$ cat config.mk
export PLATFORM = sky130hd
export DESIGN_NAME = staged_injector_pulse_split
export DESIGN_NICKNAME = d
export VERILOG_FILES = /design/src/sips_pkg.sv /design/src/staged_injector_pulse_split.sv
export SDC_FILE = /design/constraint.sdc
export NUM_CORES = 1
export LEC_CHECK = 0
export ABC_AREA = 1
export BUFFER_PORTS_ARGS = -buffer_cell sky130_fd_sc_hd__buf_2
export CAP_MARGIN = 10
export CORE_ASPECT_RATIO = 0.7
export CORE_UTILIZATION = 30
export DETAILED_ROUTE_END_ITERATION = 8
export GPL_TIMING_DRIVEN = 0
export SYNTH_ARGS = -nofsm -noshare
export SYNTH_HDL_FRONTEND = slang
export SYNTH_SLANG_ARGS = --single-unit
export TNS_END_PERCENT = 30
$ cat constraint.sdc
create_clock -name clock -period 8.2 [get_ports clock]
set_clock_uncertainty 0.15 [all_clocks]
set_input_delay 1.64 -clock clock [delete_from_list [all_inputs] [get_ports clock]]
set_output_delay 1.64 -clock clock [all_outputs]
set_load 0.01 [all_outputs]
$ cat src/sips_pkg.sv
package sips_pkg;

   localparam int PW_W       = 16;
   localparam int SPLIT_W    = 7;
   localparam int MODE_W     = 2;
   localparam int CYL_W      = 4;
   localparam int LAYOUT_W   = 2;
   localparam int CFG_IDX_W  = 3;
   localparam int CFG_DATA_W = 16;

   // shared mul/div unit: 26-bit operand times 16-bit operand, 42-bit quotient
   localparam int OPA_W = 26;
   localparam int OPB_W = 16;
   localparam int ACC_W = OPA_W + OPB_W;
   localparam int CNT_W = 6;

   localparam int OUT_CH = 8;
   localparam int REQ_W  = 40;
   localparam int RSP_W  = 136;
   localparam int ACTIVE_BIT = OUT_CH * PW_W;

   localparam logic [PW_W-1:0]    MAX_PW  = 16'hFFFF;
   localparam logic [SPLIT_W-1:0] PCT     = 7'd100;
   localparam logic [OPB_W-1:0]   PCT_DIV = 16'd100;

   localparam logic [MODE_W-1:0] MODE_OFF   = 2'd0;
   localparam logic [MODE_W-1:0] MODE_TABLE = 2'd1;
   localparam logic [MODE_W-1:0] MODE_AUTO  = 2'd2;
   localparam logic [MODE_W-1:0] MODE_FULL  = 2'd3;

   localparam logic [LAYOUT_W-1:0] LAYOUT_SEMI = 2'd1;
   localparam logic [LAYOUT_W-1:0] LAYOUT_SEQ  = 2'd2;

   localparam logic [CFG_IDX_W-1:0] REG_STAGING_MODE    = 3'd0;
   localparam logic [CFG_IDX_W-1:0] REG_OPEN_TIME       = 3'd1;
   localparam logic [CFG_IDX_W-1:0] REG_PRIMARY_MULT    = 3'd2;
   localparam logic [CFG_IDX_W-1:0] REG_SECONDARY_MULT  = 3'd3;
   localparam logic [CFG_IDX_W-1:0] REG_CYLINDER_COUNT  = 3'd4;
   localparam logic [CFG_IDX_W-1:0] REG_INJECTOR_LAYOUT = 3'd5;
   localparam logic [CFG_IDX_W-1:0] REG_THROTTLE_BODY   = 3'd6;
   localparam logic [CFG_IDX_W-1:0] REG_OUTPUT_COUNT    = 3'd7;

endpackage

$ cat src/staged_injector_pulse_split.sv
// channel | direction | payload
// req     | in        | tdata[15:0] desired_pw, [31:16] pw_limit, [38:32] stage_split
// rsp     | out       | tdata[16*i+15:16*i] channel(i+1)_pw, [128] staging_active
// csr     | in        | csr_index register number, csr_data value (low bits used)
//
// Every product goes through one shift-add multiplier feeding a restoring
// divider, one operation at a time. Table mode runs four operations,
// automatic mode one or two; unstaged items and mode 3 skip the datapath
// and go straight to the wrap-up state.
// Reset is synchronous: control and configuration registers take their defaults, channel widths clear.
// req_tready is high only while the sequencer is idle; a finished item waits
// for the output register to free up before the channel widths are updated.
module staged_injector_pulse_split
   import sips_pkg::*;
#(
   parameter int CHANNELS = 8
) (
   input  logic                  clock,
   input  logic                  reset,
   input  logic                  req_tvalid,
   output logic                  req_tready,
   input  logic [REQ_W-1:0]      req_tdata,   // desired_pw, pw_limit, stage_split
   output logic                  rsp_tvalid,
   input  logic                  rsp_tready,
   output logic [RSP_W-1:0]      rsp_tdata,   // channel1_pw .. channel8_pw, staging_active
   input  logic                  csr_valid,
   output logic                  csr_ready,
   input  logic [CFG_IDX_W-1:0]  csr_index,
   input  logic [CFG_DATA_W-1:0] csr_data
);

   typedef enum logic [2:0] {
      ST_IDLE,
      ST_MUL,
      ST_DIV,
      ST_DONE
   } state_type;

   typedef enum logic [2:0] {
      OP_SCALED,
      OP_SEC_SCALED,
      OP_SEC_TABLE,
      OP_PRI_TABLE,
      OP_SEC_AUTO
   } op_type;

   localparam logic [CYL_W-1:0] CH_LIM = CYL_W'(CHANNELS);
   localparam logic [127:0] HI_MASK = ~((128'(1) << (PW_W * CHANNELS)) - 128'(1));

   // configuration
   logic [MODE_W-1:0]   mode_ff;
   logic [PW_W-1:0]     open_ff;
   logic [PW_W-1:0]     pmult_ff;
   logic [PW_W-1:0]     smult_ff;
   logic [CYL_W-1:0]    cyl_ff;
   logic [LAYOUT_W-1:0] layout_ff;
   logic                tb_ff;
   logic [CYL_W-1:0]    outcnt_ff;

   // sequencer and datapath
   state_type           state_ff, state_in;
   op_type              op_ff, op_in;
   logic [PW_W-1:0]     desired_ff, desired_in;
   logic [PW_W-1:0]     limit_ff, limit_in;
   logic [SPLIT_W-1:0]  split_ff, split_in;
   logic                staged_ff, staged_in;
   logic                active_ff, active_in;
   logic [OPA_W-1:0]    scaled_ff, scaled_in;
   logic [PW_W-1:0]     pri_ff, pri_in;
   logic [PW_W-1:0]     sec_ff, sec_in;
   logic [OPA_W-1:0]    a_ff, a_in;
   logic [OPB_W-1:0]    b_ff, b_in;
   logic [OPB_W-1:0]    d_ff, d_in;
   logic [ACC_W-1:0]    acc_ff, acc_in;
   logic [OPB_W-1:0]    rem_ff, rem_in;
   logic [CNT_W-1:0]    cnt_ff, cnt_in;
   logic [PW_W-1:0]     chan_ff [CHANNELS];
   logic [PW_W-1:0]     chan_in [CHANNELS];
   logic                rsp_valid_ff, rsp_valid_in;
   logic [RSP_W-1:0]    rsp_data_ff, rsp_data_in;

   // request fields
   logic [PW_W-1:0]     req_desired;
   logic [PW_W-1:0]     req_limit;
   logic [SPLIT_W-1:0]  req_split;
   logic                req_stage;

   // unit internals
   logic [OPB_W:0]      trial;
   logic                qbit;
   logic [ACC_W-1:0]    quot;
   logic [PW_W-1:0]     quot_sat;
   logic [OPA_W-1:0]    extra;

   // channel assignment
   logic [OUT_CH-1:0]   wr_p, wr_s;
   logic                seq, semi;
   logic [PW_W:0]       p_sum, s_sum;
   logic [PW_W-1:0]     p16, s16;

   assign req_desired = req_tdata[15:0];
   assign req_limit   = req_tdata[31:16];
   assign req_split   = req_tdata[38:32];
   assign req_stage   = (mode_ff != MODE_OFF) && ((cyl_ff <= CH_LIM) || tb_ff)
                        && (req_desired > open_ff);

   assign req_tready = (state_ff == ST_IDLE);
   assign rsp_tvalid = rsp_valid_ff;
   assign rsp_tdata  = rsp_data_ff;
   assign csr_ready  = 1'b1;

   // one restoring division step
   assign trial    = {rem_ff, acc_ff[ACC_W-1]};
   assign qbit     = (trial >= {1'b0, d_ff});
   assign quot     = {acc_ff[ACC_W-2:0], qbit};
   assign quot_sat = (|quot[ACC_W-1:PW_W]) ? MAX_PW : quot[PW_W-1:0];
   assign extra    = quot[OPA_W-1:0] - OPA_W'(limit_ff);

   assign seq  = (layout_ff == LAYOUT_SEQ);
   assign semi = (layout_ff == LAYOUT_SEMI);

   always_comb begin
      wr_p = '0;
      wr_s = '0;
      unique case (cyl_ff)
         4'd1: begin
            wr_p = 8'b0000_0001;
            wr_s = 8'b0000_0010;
         end
         4'd3: begin
            wr_p = 8'b0000_0111;
            wr_s = (CHANNELS >= 6) ? 8'b0011_1000 : 8'b0000_1000;
         end
         4'd4: begin
            if (seq || semi) begin
               if (CHANNELS >= 8) begin
                  wr_p = 8'b0000_1111;
                  wr_s = 8'b1111_0000;
               end else if (CHANNELS >= 5) begin
                  wr_s = 8'b0001_0000;
               end
            end else begin
               wr_p = 8'b0000_0011;
               wr_s = 8'b0000_1100;
            end
         end
         4'd5: begin
            wr_p = 8'b0001_1111;
            wr_s = 8'b0010_0000;
         end
         4'd6: begin
            wr_p = 8'b0000_0111;
            if (CHANNELS >= 6) begin
               if (!seq) begin
                  wr_s = 8'b0011_1000;
               end else if (CHANNELS >= 8) begin
                  wr_p = 8'b0011_1111;
                  wr_s = 8'b1100_0000;
               end
            end
         end
         4'd8: begin
            wr_p = 8'b0000_1111;
            if (CHANNELS >= 8 && !seq) wr_s = 8'b1111_0000;
         end
         default: begin
            // two cylinders, and counts with no layout of their own
            wr_p = 8'b0000_0011;
            wr_s = 8'b0000_1100;
         end
      endcase
   end

   assign p_sum = {1'b0, pri_ff} + {1'b0, open_ff};
   assign s_sum = {1'b0, sec_ff} + {1'b0, open_ff};
   assign p16   = p_sum[PW_W] ? MAX_PW : p_sum[PW_W-1:0];
   assign s16   = (sec_ff == '0) ? '0 : (s_sum[PW_W] ? MAX_PW : s_sum[PW_W-1:0]);

   always_comb begin
      state_in     = state_ff;
      op_in        = op_ff;
      desired_in   = desired_ff;
      limit_in     = limit_ff;
      split_in     = split_ff;
      staged_in    = staged_ff;
      active_in    = active_ff;
      scaled_in    = scaled_ff;
      pri_in       = pri_ff;
      sec_in       = sec_ff;
      a_in         = a_ff;
      b_in         = b_ff;
      d_in         = d_ff;
      acc_in       = acc_ff;
      rem_in       = rem_ff;
      cnt_in       = cnt_ff;
      chan_in      = chan_ff;
      rsp_valid_in = rsp_valid_ff && !rsp_tready;
      rsp_data_in  = rsp_data_ff;

      unique case (state_ff)
         ST_IDLE: begin
            if (req_tvalid) begin
               desired_in = req_desired;
               limit_in   = req_limit;
               split_in   = (req_split > PCT) ? PCT : req_split;
               staged_in  = req_stage;
               active_in  = 1'b0;
               pri_in     = req_desired - open_ff;
               sec_in     = '0;
               if (req_stage && (mode_ff == MODE_TABLE || mode_ff == MODE_AUTO)) begin
                  op_in    = OP_SCALED;
                  a_in     = OPA_W'(req_desired - open_ff);
                  b_in     = pmult_ff;
                  d_in     = PCT_DIV;
                  acc_in   = '0;
                  cnt_in   = CNT_W'(OPB_W - 1);
                  state_in = ST_MUL;
               end else begin
                  state_in = ST_DONE;
               end
            end
         end
         ST_MUL: begin
            acc_in = {acc_ff[ACC_W-2:0], 1'b0} + (b_ff[OPB_W-1] ? ACC_W'(a_ff) : '0);
            b_in   = {b_ff[OPB_W-2:0], 1'b0};
            cnt_in = cnt_ff - 1'b1;
            if (cnt_ff == '0) begin
               rem_in   = '0;
               cnt_in   = CNT_W'(ACC_W - 1);
               state_in = ST_DIV;
            end
         end
         ST_DIV: begin
            acc_in = quot;
            rem_in = qbit ? OPB_W'(trial - {1'b0, d_ff}) : trial[OPB_W-1:0];
            cnt_in = cnt_ff - 1'b1;
            if (cnt_ff == '0) begin
               // operation finished; chain the next one or wrap up
               acc_in   = '0;
               cnt_in   = CNT_W'(OPB_W - 1);
               d_in     = PCT_DIV;
               state_in = ST_MUL;
               unique case (op_ff)
                  OP_SCALED: begin
                     scaled_in = quot[OPA_W-1:0];
                     if (mode_ff == MODE_TABLE) begin
                        op_in = OP_SEC_SCALED;
                        a_in  = OPA_W'(pri_ff);
                        b_in  = smult_ff;
                     end else if (quot[OPA_W-1:0] > OPA_W'(limit_ff)) begin
                        active_in = 1'b1;
                        pri_in    = limit_ff;
                        if (pmult_ff == '0) begin
                           sec_in   = MAX_PW;
                           state_in = ST_DONE;
                        end else begin
                           op_in = OP_SEC_AUTO;
                           a_in  = extra;
                           b_in  = smult_ff;
                           d_in  = pmult_ff;
                        end
                     end else begin
                        pri_in   = quot_sat;
                        state_in = ST_DONE;
                     end
                  end
                  OP_SEC_SCALED: begin
                     op_in = OP_SEC_TABLE;
                     a_in  = quot[OPA_W-1:0];
                     b_in  = OPB_W'(split_ff);
                  end
                  OP_SEC_TABLE: begin
                     sec_in    = quot_sat;
                     active_in = (split_ff != '0);
                     op_in     = OP_PRI_TABLE;
                     a_in      = scaled_ff;
                     b_in      = OPB_W'(PCT - split_ff);
                  end
                  OP_PRI_TABLE: begin
                     pri_in   = quot_sat;
                     state_in = ST_DONE;
                  end
                  OP_SEC_AUTO: begin
                     sec_in   = quot_sat;
                     state_in = ST_DONE;
                  end
                  default: begin
                     state_in = ST_IDLE;
                  end
               endcase
            end
         end
         ST_DONE: begin
            if (!rsp_valid_ff || rsp_tready) begin
               for (int i = 0; i < CHANNELS; i++) begin
                  if (!staged_ff) begin
                     chan_in[i] = (CYL_W'(i) < outcnt_ff) ? desired_ff : '0;
                  end else if (wr_p[i]) begin
                     chan_in[i] = p16;
                  end else if (wr_s[i]) begin
                     chan_in[i] = s16;
                  end
               end
               rsp_data_in = '0;
               for (int i = 0; i < CHANNELS; i++) begin
                  rsp_data_in[PW_W*i +: PW_W] = chan_in[i];
               end
               rsp_data_in[ACTIVE_BIT] = staged_ff && active_ff;
               rsp_valid_in = 1'b1;
               state_in     = ST_IDLE;
            end
         end
         default: begin
            state_in = ST_IDLE;
         end
      endcase
   end

   always_ff @(posedge clock) begin
      if (reset) begin
         state_ff     <= ST_IDLE;
         op_ff        <= OP_SCALED;
         rsp_valid_ff <= 1'b0;
         for (int i = 0; i < CHANNELS; i++) chan_ff[i] <= '0;
      end else begin
         state_ff     <= state_in;
         op_ff        <= op_in;
         rsp_valid_ff <= rsp_valid_in;
         chan_ff      <= chan_in;
      end
      desired_ff  <= desired_in;
      limit_ff    <= limit_in;
      split_ff    <= split_in;
      staged_ff   <= staged_in;
      active_ff   <= active_in;
      scaled_ff   <= scaled_in;
      pri_ff      <= pri_in;
      sec_ff      <= sec_in;
      a_ff        <= a_in;
      b_ff        <= b_in;
      d_ff        <= d_in;
      acc_ff      <= acc_in;
      rem_ff      <= rem_in;
      cnt_ff      <= cnt_in;
      rsp_data_ff <= rsp_data_in;
   end

   always_ff @(posedge clock) begin
      if (reset) begin
         mode_ff   <= MODE_OFF;
         open_ff   <= '0;
         pmult_ff  <= 16'd100;
         smult_ff  <= 16'd100;
         cyl_ff    <= 4'd4;
         layout_ff <= '0;
         tb_ff     <= 1'b0;
         outcnt_ff <= 4'd4;
      end else if (csr_valid && csr_ready) begin
         unique case (csr_index)
            REG_STAGING_MODE:    mode_ff   <= csr_data[MODE_W-1:0];
            REG_OPEN_TIME:       open_ff   <= csr_data;
            REG_PRIMARY_MULT:    pmult_ff  <= csr_data;
            REG_SECONDARY_MULT:  smult_ff  <= csr_data;
            REG_CYLINDER_COUNT:  cyl_ff    <= csr_data[CYL_W-1:0];
            REG_INJECTOR_LAYOUT: layout_ff <= csr_data[LAYOUT_W-1:0];
            REG_THROTTLE_BODY:   tb_ff     <= csr_data[0];
            REG_OUTPUT_COUNT:    outcnt_ff <= csr_data[CYL_W-1:0];
            default: ;
         endcase
      end
   end

   // a new item shows up only after the wrap-up state
   a_rsp_from_done: assert property (@(posedge clock) disable iff (reset)
      $rose(rsp_valid_ff) |-> $past(state_ff == ST_DONE))
      else $error("response raised outside wrap-up");

   // only the table and overflow modes can light the secondaries
   a_active_mode: assert property (@(posedge clock) disable iff (reset)
      (rsp_valid_in && !(rsp_valid_ff && !rsp_tready) && rsp_data_in[ACTIVE_BIT])
      |-> (mode_ff == MODE_TABLE || mode_ff == MODE_AUTO))
      else $error("staging flag in a mode without split");

   // divider partial remainder always below the divisor
   a_rem_bound: assert property (@(posedge clock) disable iff (reset)
      (state_ff == ST_DIV && d_ff != '0) |-> (rem_ff < d_ff))
      else $error("divider remainder out of range");

   // channels beyond CHANNELS read zero
   a_hi_zero: assert property (@(posedge clock) disable iff (reset)
      rsp_valid_ff |-> ((rsp_data_ff[127:0] & HI_MASK) == '0))
      else $error("missing channel carries a width");

endmodule
==> impl_metrics.csv <==
group,metric,value,unit
synthesis,yosysUniqueCellTypes,58,
setup_path,crit_path_start_kind,"flip-flop",
clocking,cts_tree,"yes",
global_routing,use_met1,36.4,%
setup_path,r2r-end,"sec_ff[14]",
synthesis,netlist.area_leader.share,34.1,%
global_routing,grt_util_met3,5.82,%
synthesis,synth.area.top_cells,"edfxtp_1, nand2_1, dfxtp_1",
global_routing,antenna_found_initial,11,
sta,setup-tns-final,0,ps
drt,remaining_drc_errors,0,
synthesis,syn_area,30800,um2
setup_path,reg2reg_from,"rem_ff[12]",
pwr,pwr_density_cell,340,nW/um2
die,rows,97,
placement,numPortBuffers,192,
sta,grt_setup_unrepaired,"no",
sta,worstMarginPinSlew,1280,ps
final_layout,final_layout_size_suffix_gt1_share,8.52,%
placement,hpwl,95900,um
die,floorplan.initialDensity,30.5,%
global_routing,grt.total_usage,22.5,%
pwr,finalPower,12.1,mW
final_layout,stdcell_area,35700,um2
setup_path,cp.arrival,5470,ps
setup_path,required,8380,ps
pwr,peakVddDrop,0.000273,V
die,coreArea,101000,um2
clocking,cts_made_buffers,57,
setup_path,r2r_cells,21,
clocking,cts_setup_buffers,0,
final_layout,fin_util,35.4,%
drt,detail_route.iter0.violations,3920,
sta,hold_viol,0,
clocking,clock_latency,650,ps
setup_path,critPathMaxFanout,11,
placement,pre_cts_ws,3060,ps
clocking,clock_path_buffers,3,
setup_path,crit_type,"reg -> reg",
synthesis,async_flop_share,0,%
pwr,power.leakage,16.0,nW
drt,vias_per_cell,5.19,
clocking,clk_pin_slew_worst_paths,70,ps
drt,post_drt_wl_per_cell,20.7,um
clocking,cts-root-buf,"clkbuf_16",
drt,first_pass_iters,8,
synthesis,yosysSeqAreaShare,44.7,%
global_routing,busiest_layer,"met1",
synthesis,yosys_warnings,0,
sta,finalMaxSlewViolations,0,
hold_path,holdPathStages,2,
synthesis,ys_seq_elements,513,
status,status,"finished, final reports clean",
synthesis,synth_flop_cell,"edfxtp_1",
clocking,postCtsHoldBufs,0,
clocking,cts_resized,0,
placement,gp_congestion,0.991,
synthesis,syn_avg_cell_area,7.44,um2
sta,fmax,189,MHz
die,die_h,270,um
sta,min_period,5290,ps
clocking,cts.sinks,513,
global_routing,gr-total-overflow,0,
sta,fin_ws,2910,ps
sta,final-setup-viol-count,0,
flow_run,max_cap_viol_count,0,
die,die_w,385,um
global_routing,grt_pass1_vias,27100,
placement,placed_area,33700,um2
synthesis,synthCells,4145,
setup_path,rrSetupSlack,2910,ps
die,die_area,104000,um2
global_routing,grt_max_degree,69,
setup_path,critPathCapture,"sec_ff[14]",
drt,ant_nets,0,
synthesis,synth_edf_count,350,
clocking,h-tree-depth,2,
final_layout,areaGrowthSynthToFinish,15.8,%
setup_path,startpoint,"rem_ff[12]",
hold_path,worstHoldPathType,"reg -> reg",
synthesis,yosysMostFrequentCell,"nand2_1",
setup_path,endpoint_kind,"flip-flop",
sta,fin_crit_sh,64.5,%
drt,num_vias,30100,
global_routing,grt_pass1_wl,176000,um
drt,drt_wl_total,120000,um
final_layout,fin_nets,4597,
synthesis,yosysTopAreaCell,"edfxtp_1",
global_routing,use_met2,29.0,%
sta,slew_headroom,14.3,%
synthesis,yosys-top-cells-count,"nand2_1, inv_1, nor2_1, a21oi_1, edfxtp_1",
final_layout,diodes,0,
die,ios,203,
-- worst min-delay path by stage --
stage	to	slack (ps)	start
6_report	layout_ff[0]	320	layout_ff[0]
5_1_grt	mode_ff[0]	360	mode_ff[0]
4_1_cts	layout_ff[0]	320	layout_ff[0]
3_5_place_dp	smult_ff[2]	310	smult_ff[2]
3_3_place_gp	smult_ff[2]	300	smult_ff[2]
2_1_floorplan	smult_ff[2]	280	smult_ff[2]
-- layout make-up --
cell class | count | area (um2)
Timing Repair Buffer | 203 | 1140
Fill cell | 10700 | 65300
Multi-Input combinational cell | 2871 | 14100
Clock inverter | 24 | 367
Sequential cell | 513 | 13800
Clock buffer | 83 | 1630
Inverter | 601 | 2260
Tap cell | 1336 | 1670
Buffer | 166 | 722
-- state kept, by name (all words and copies together), names as in the netlist, 2 cells and up --
signal      count
rsp_tdata     129
chan_ff        96
acc_ff         42
a_ff           26
scaled_ff      26
b_ff           16
d_ff           16
desired_ff     16
limit_ff       16
open_ff        16
pmult_ff       16
pri_ff         16
rem_ff         16
sec_ff         16
smult_ff       16
split_ff        7
cnt_ff          6
cyl_ff          4
outcnt_ff       4
op_ff           3
layout_ff       2
mode_ff         2
state_ff        2
-- critical path, cell delays in order, from the launching register on --
cell and delay (ps):
edfxtp_1 390, ha_1 360, nand2_1 90, inv_1 80
nand3_1 100, nor3_1 250, nand4_1 130, nand4_1 360
inv_1 110, ha_1 230, fa_1 430, inv_1 150
nand3_1 100, nand3_1 260, nand2_1 80, nand2_1 280
and2_1 200, inv_1 70, o21ai_0 150, nand2_1 120
nor3b_2 580, buf_6 270
-- metal layers --
layer,part of all wire [%],vias to the layer above
li1,-,14200
met1,49,14300
met2,37,1483
met3,12,140
met4,1.8,8
met5,0.040,-
-- stage by stage --
| step | hold WS (ps) | std cells |
|---|---|---|
| 2_1_floorplan | 279 | 4151 |
| 3_3_place_gp | 303 | 5679 |
| 3_5_place_dp | 309 | 5690 |
| 4_1_cts | 320 | 5797 |
| 5_1_grt | 357 | 5797 |
| 6_report | 323 | 5797 |
-- placed cells by master (no fill, tap or decap), drive strengths merged, types with 11 or more instances in the layout --
master,Yosys,final
edfxtp,350,350
clkbuf,108,191
inv,597,601
nand2,1115,1115
nand3,282,282
o22ai,15,15
xnor2,19,19
dfxtp,163,163
o21ai,333,333
nand4,36,36
a21o,11,11
nor4,13,13
a21oi,361,361
o211ai,34,34
clkinv,4,13
o21bai,14,14
xor2,22,22
nor2,386,386
ha,114,114
nor3,35,35
buf,58,261
-- logic make-up (layout without fill, tap and decap cells) --
group | count (synthesis) | in the layout | synth area share (%)
AO/OA/AOI/OAI | 812 | 812 | 14.2
XOR/XNOR | 41 | 41 | 1.16
adder cells (fa/ha/maj) | 120 | 120 | 5.01
buffers and inverters | 767 | 1077 | 9.65
flip-flops | 513 | 513 | 44.7
other | 2 | 8 | 0.0244
AND/OR/NAND/NOR | 1890 | 1890 | 25.3
-- power by group --
group	total [mW]	internal, mW	switching (mW)	leakage, nW
logic	5.40	1.50	3.90	10.4
clock network	2.80	1.64	1.17	0.962
registers	3.94	3.57	0.368	4.60
total	12.1	6.71	5.43	16.0
Power figures use the tool's default switching activity.
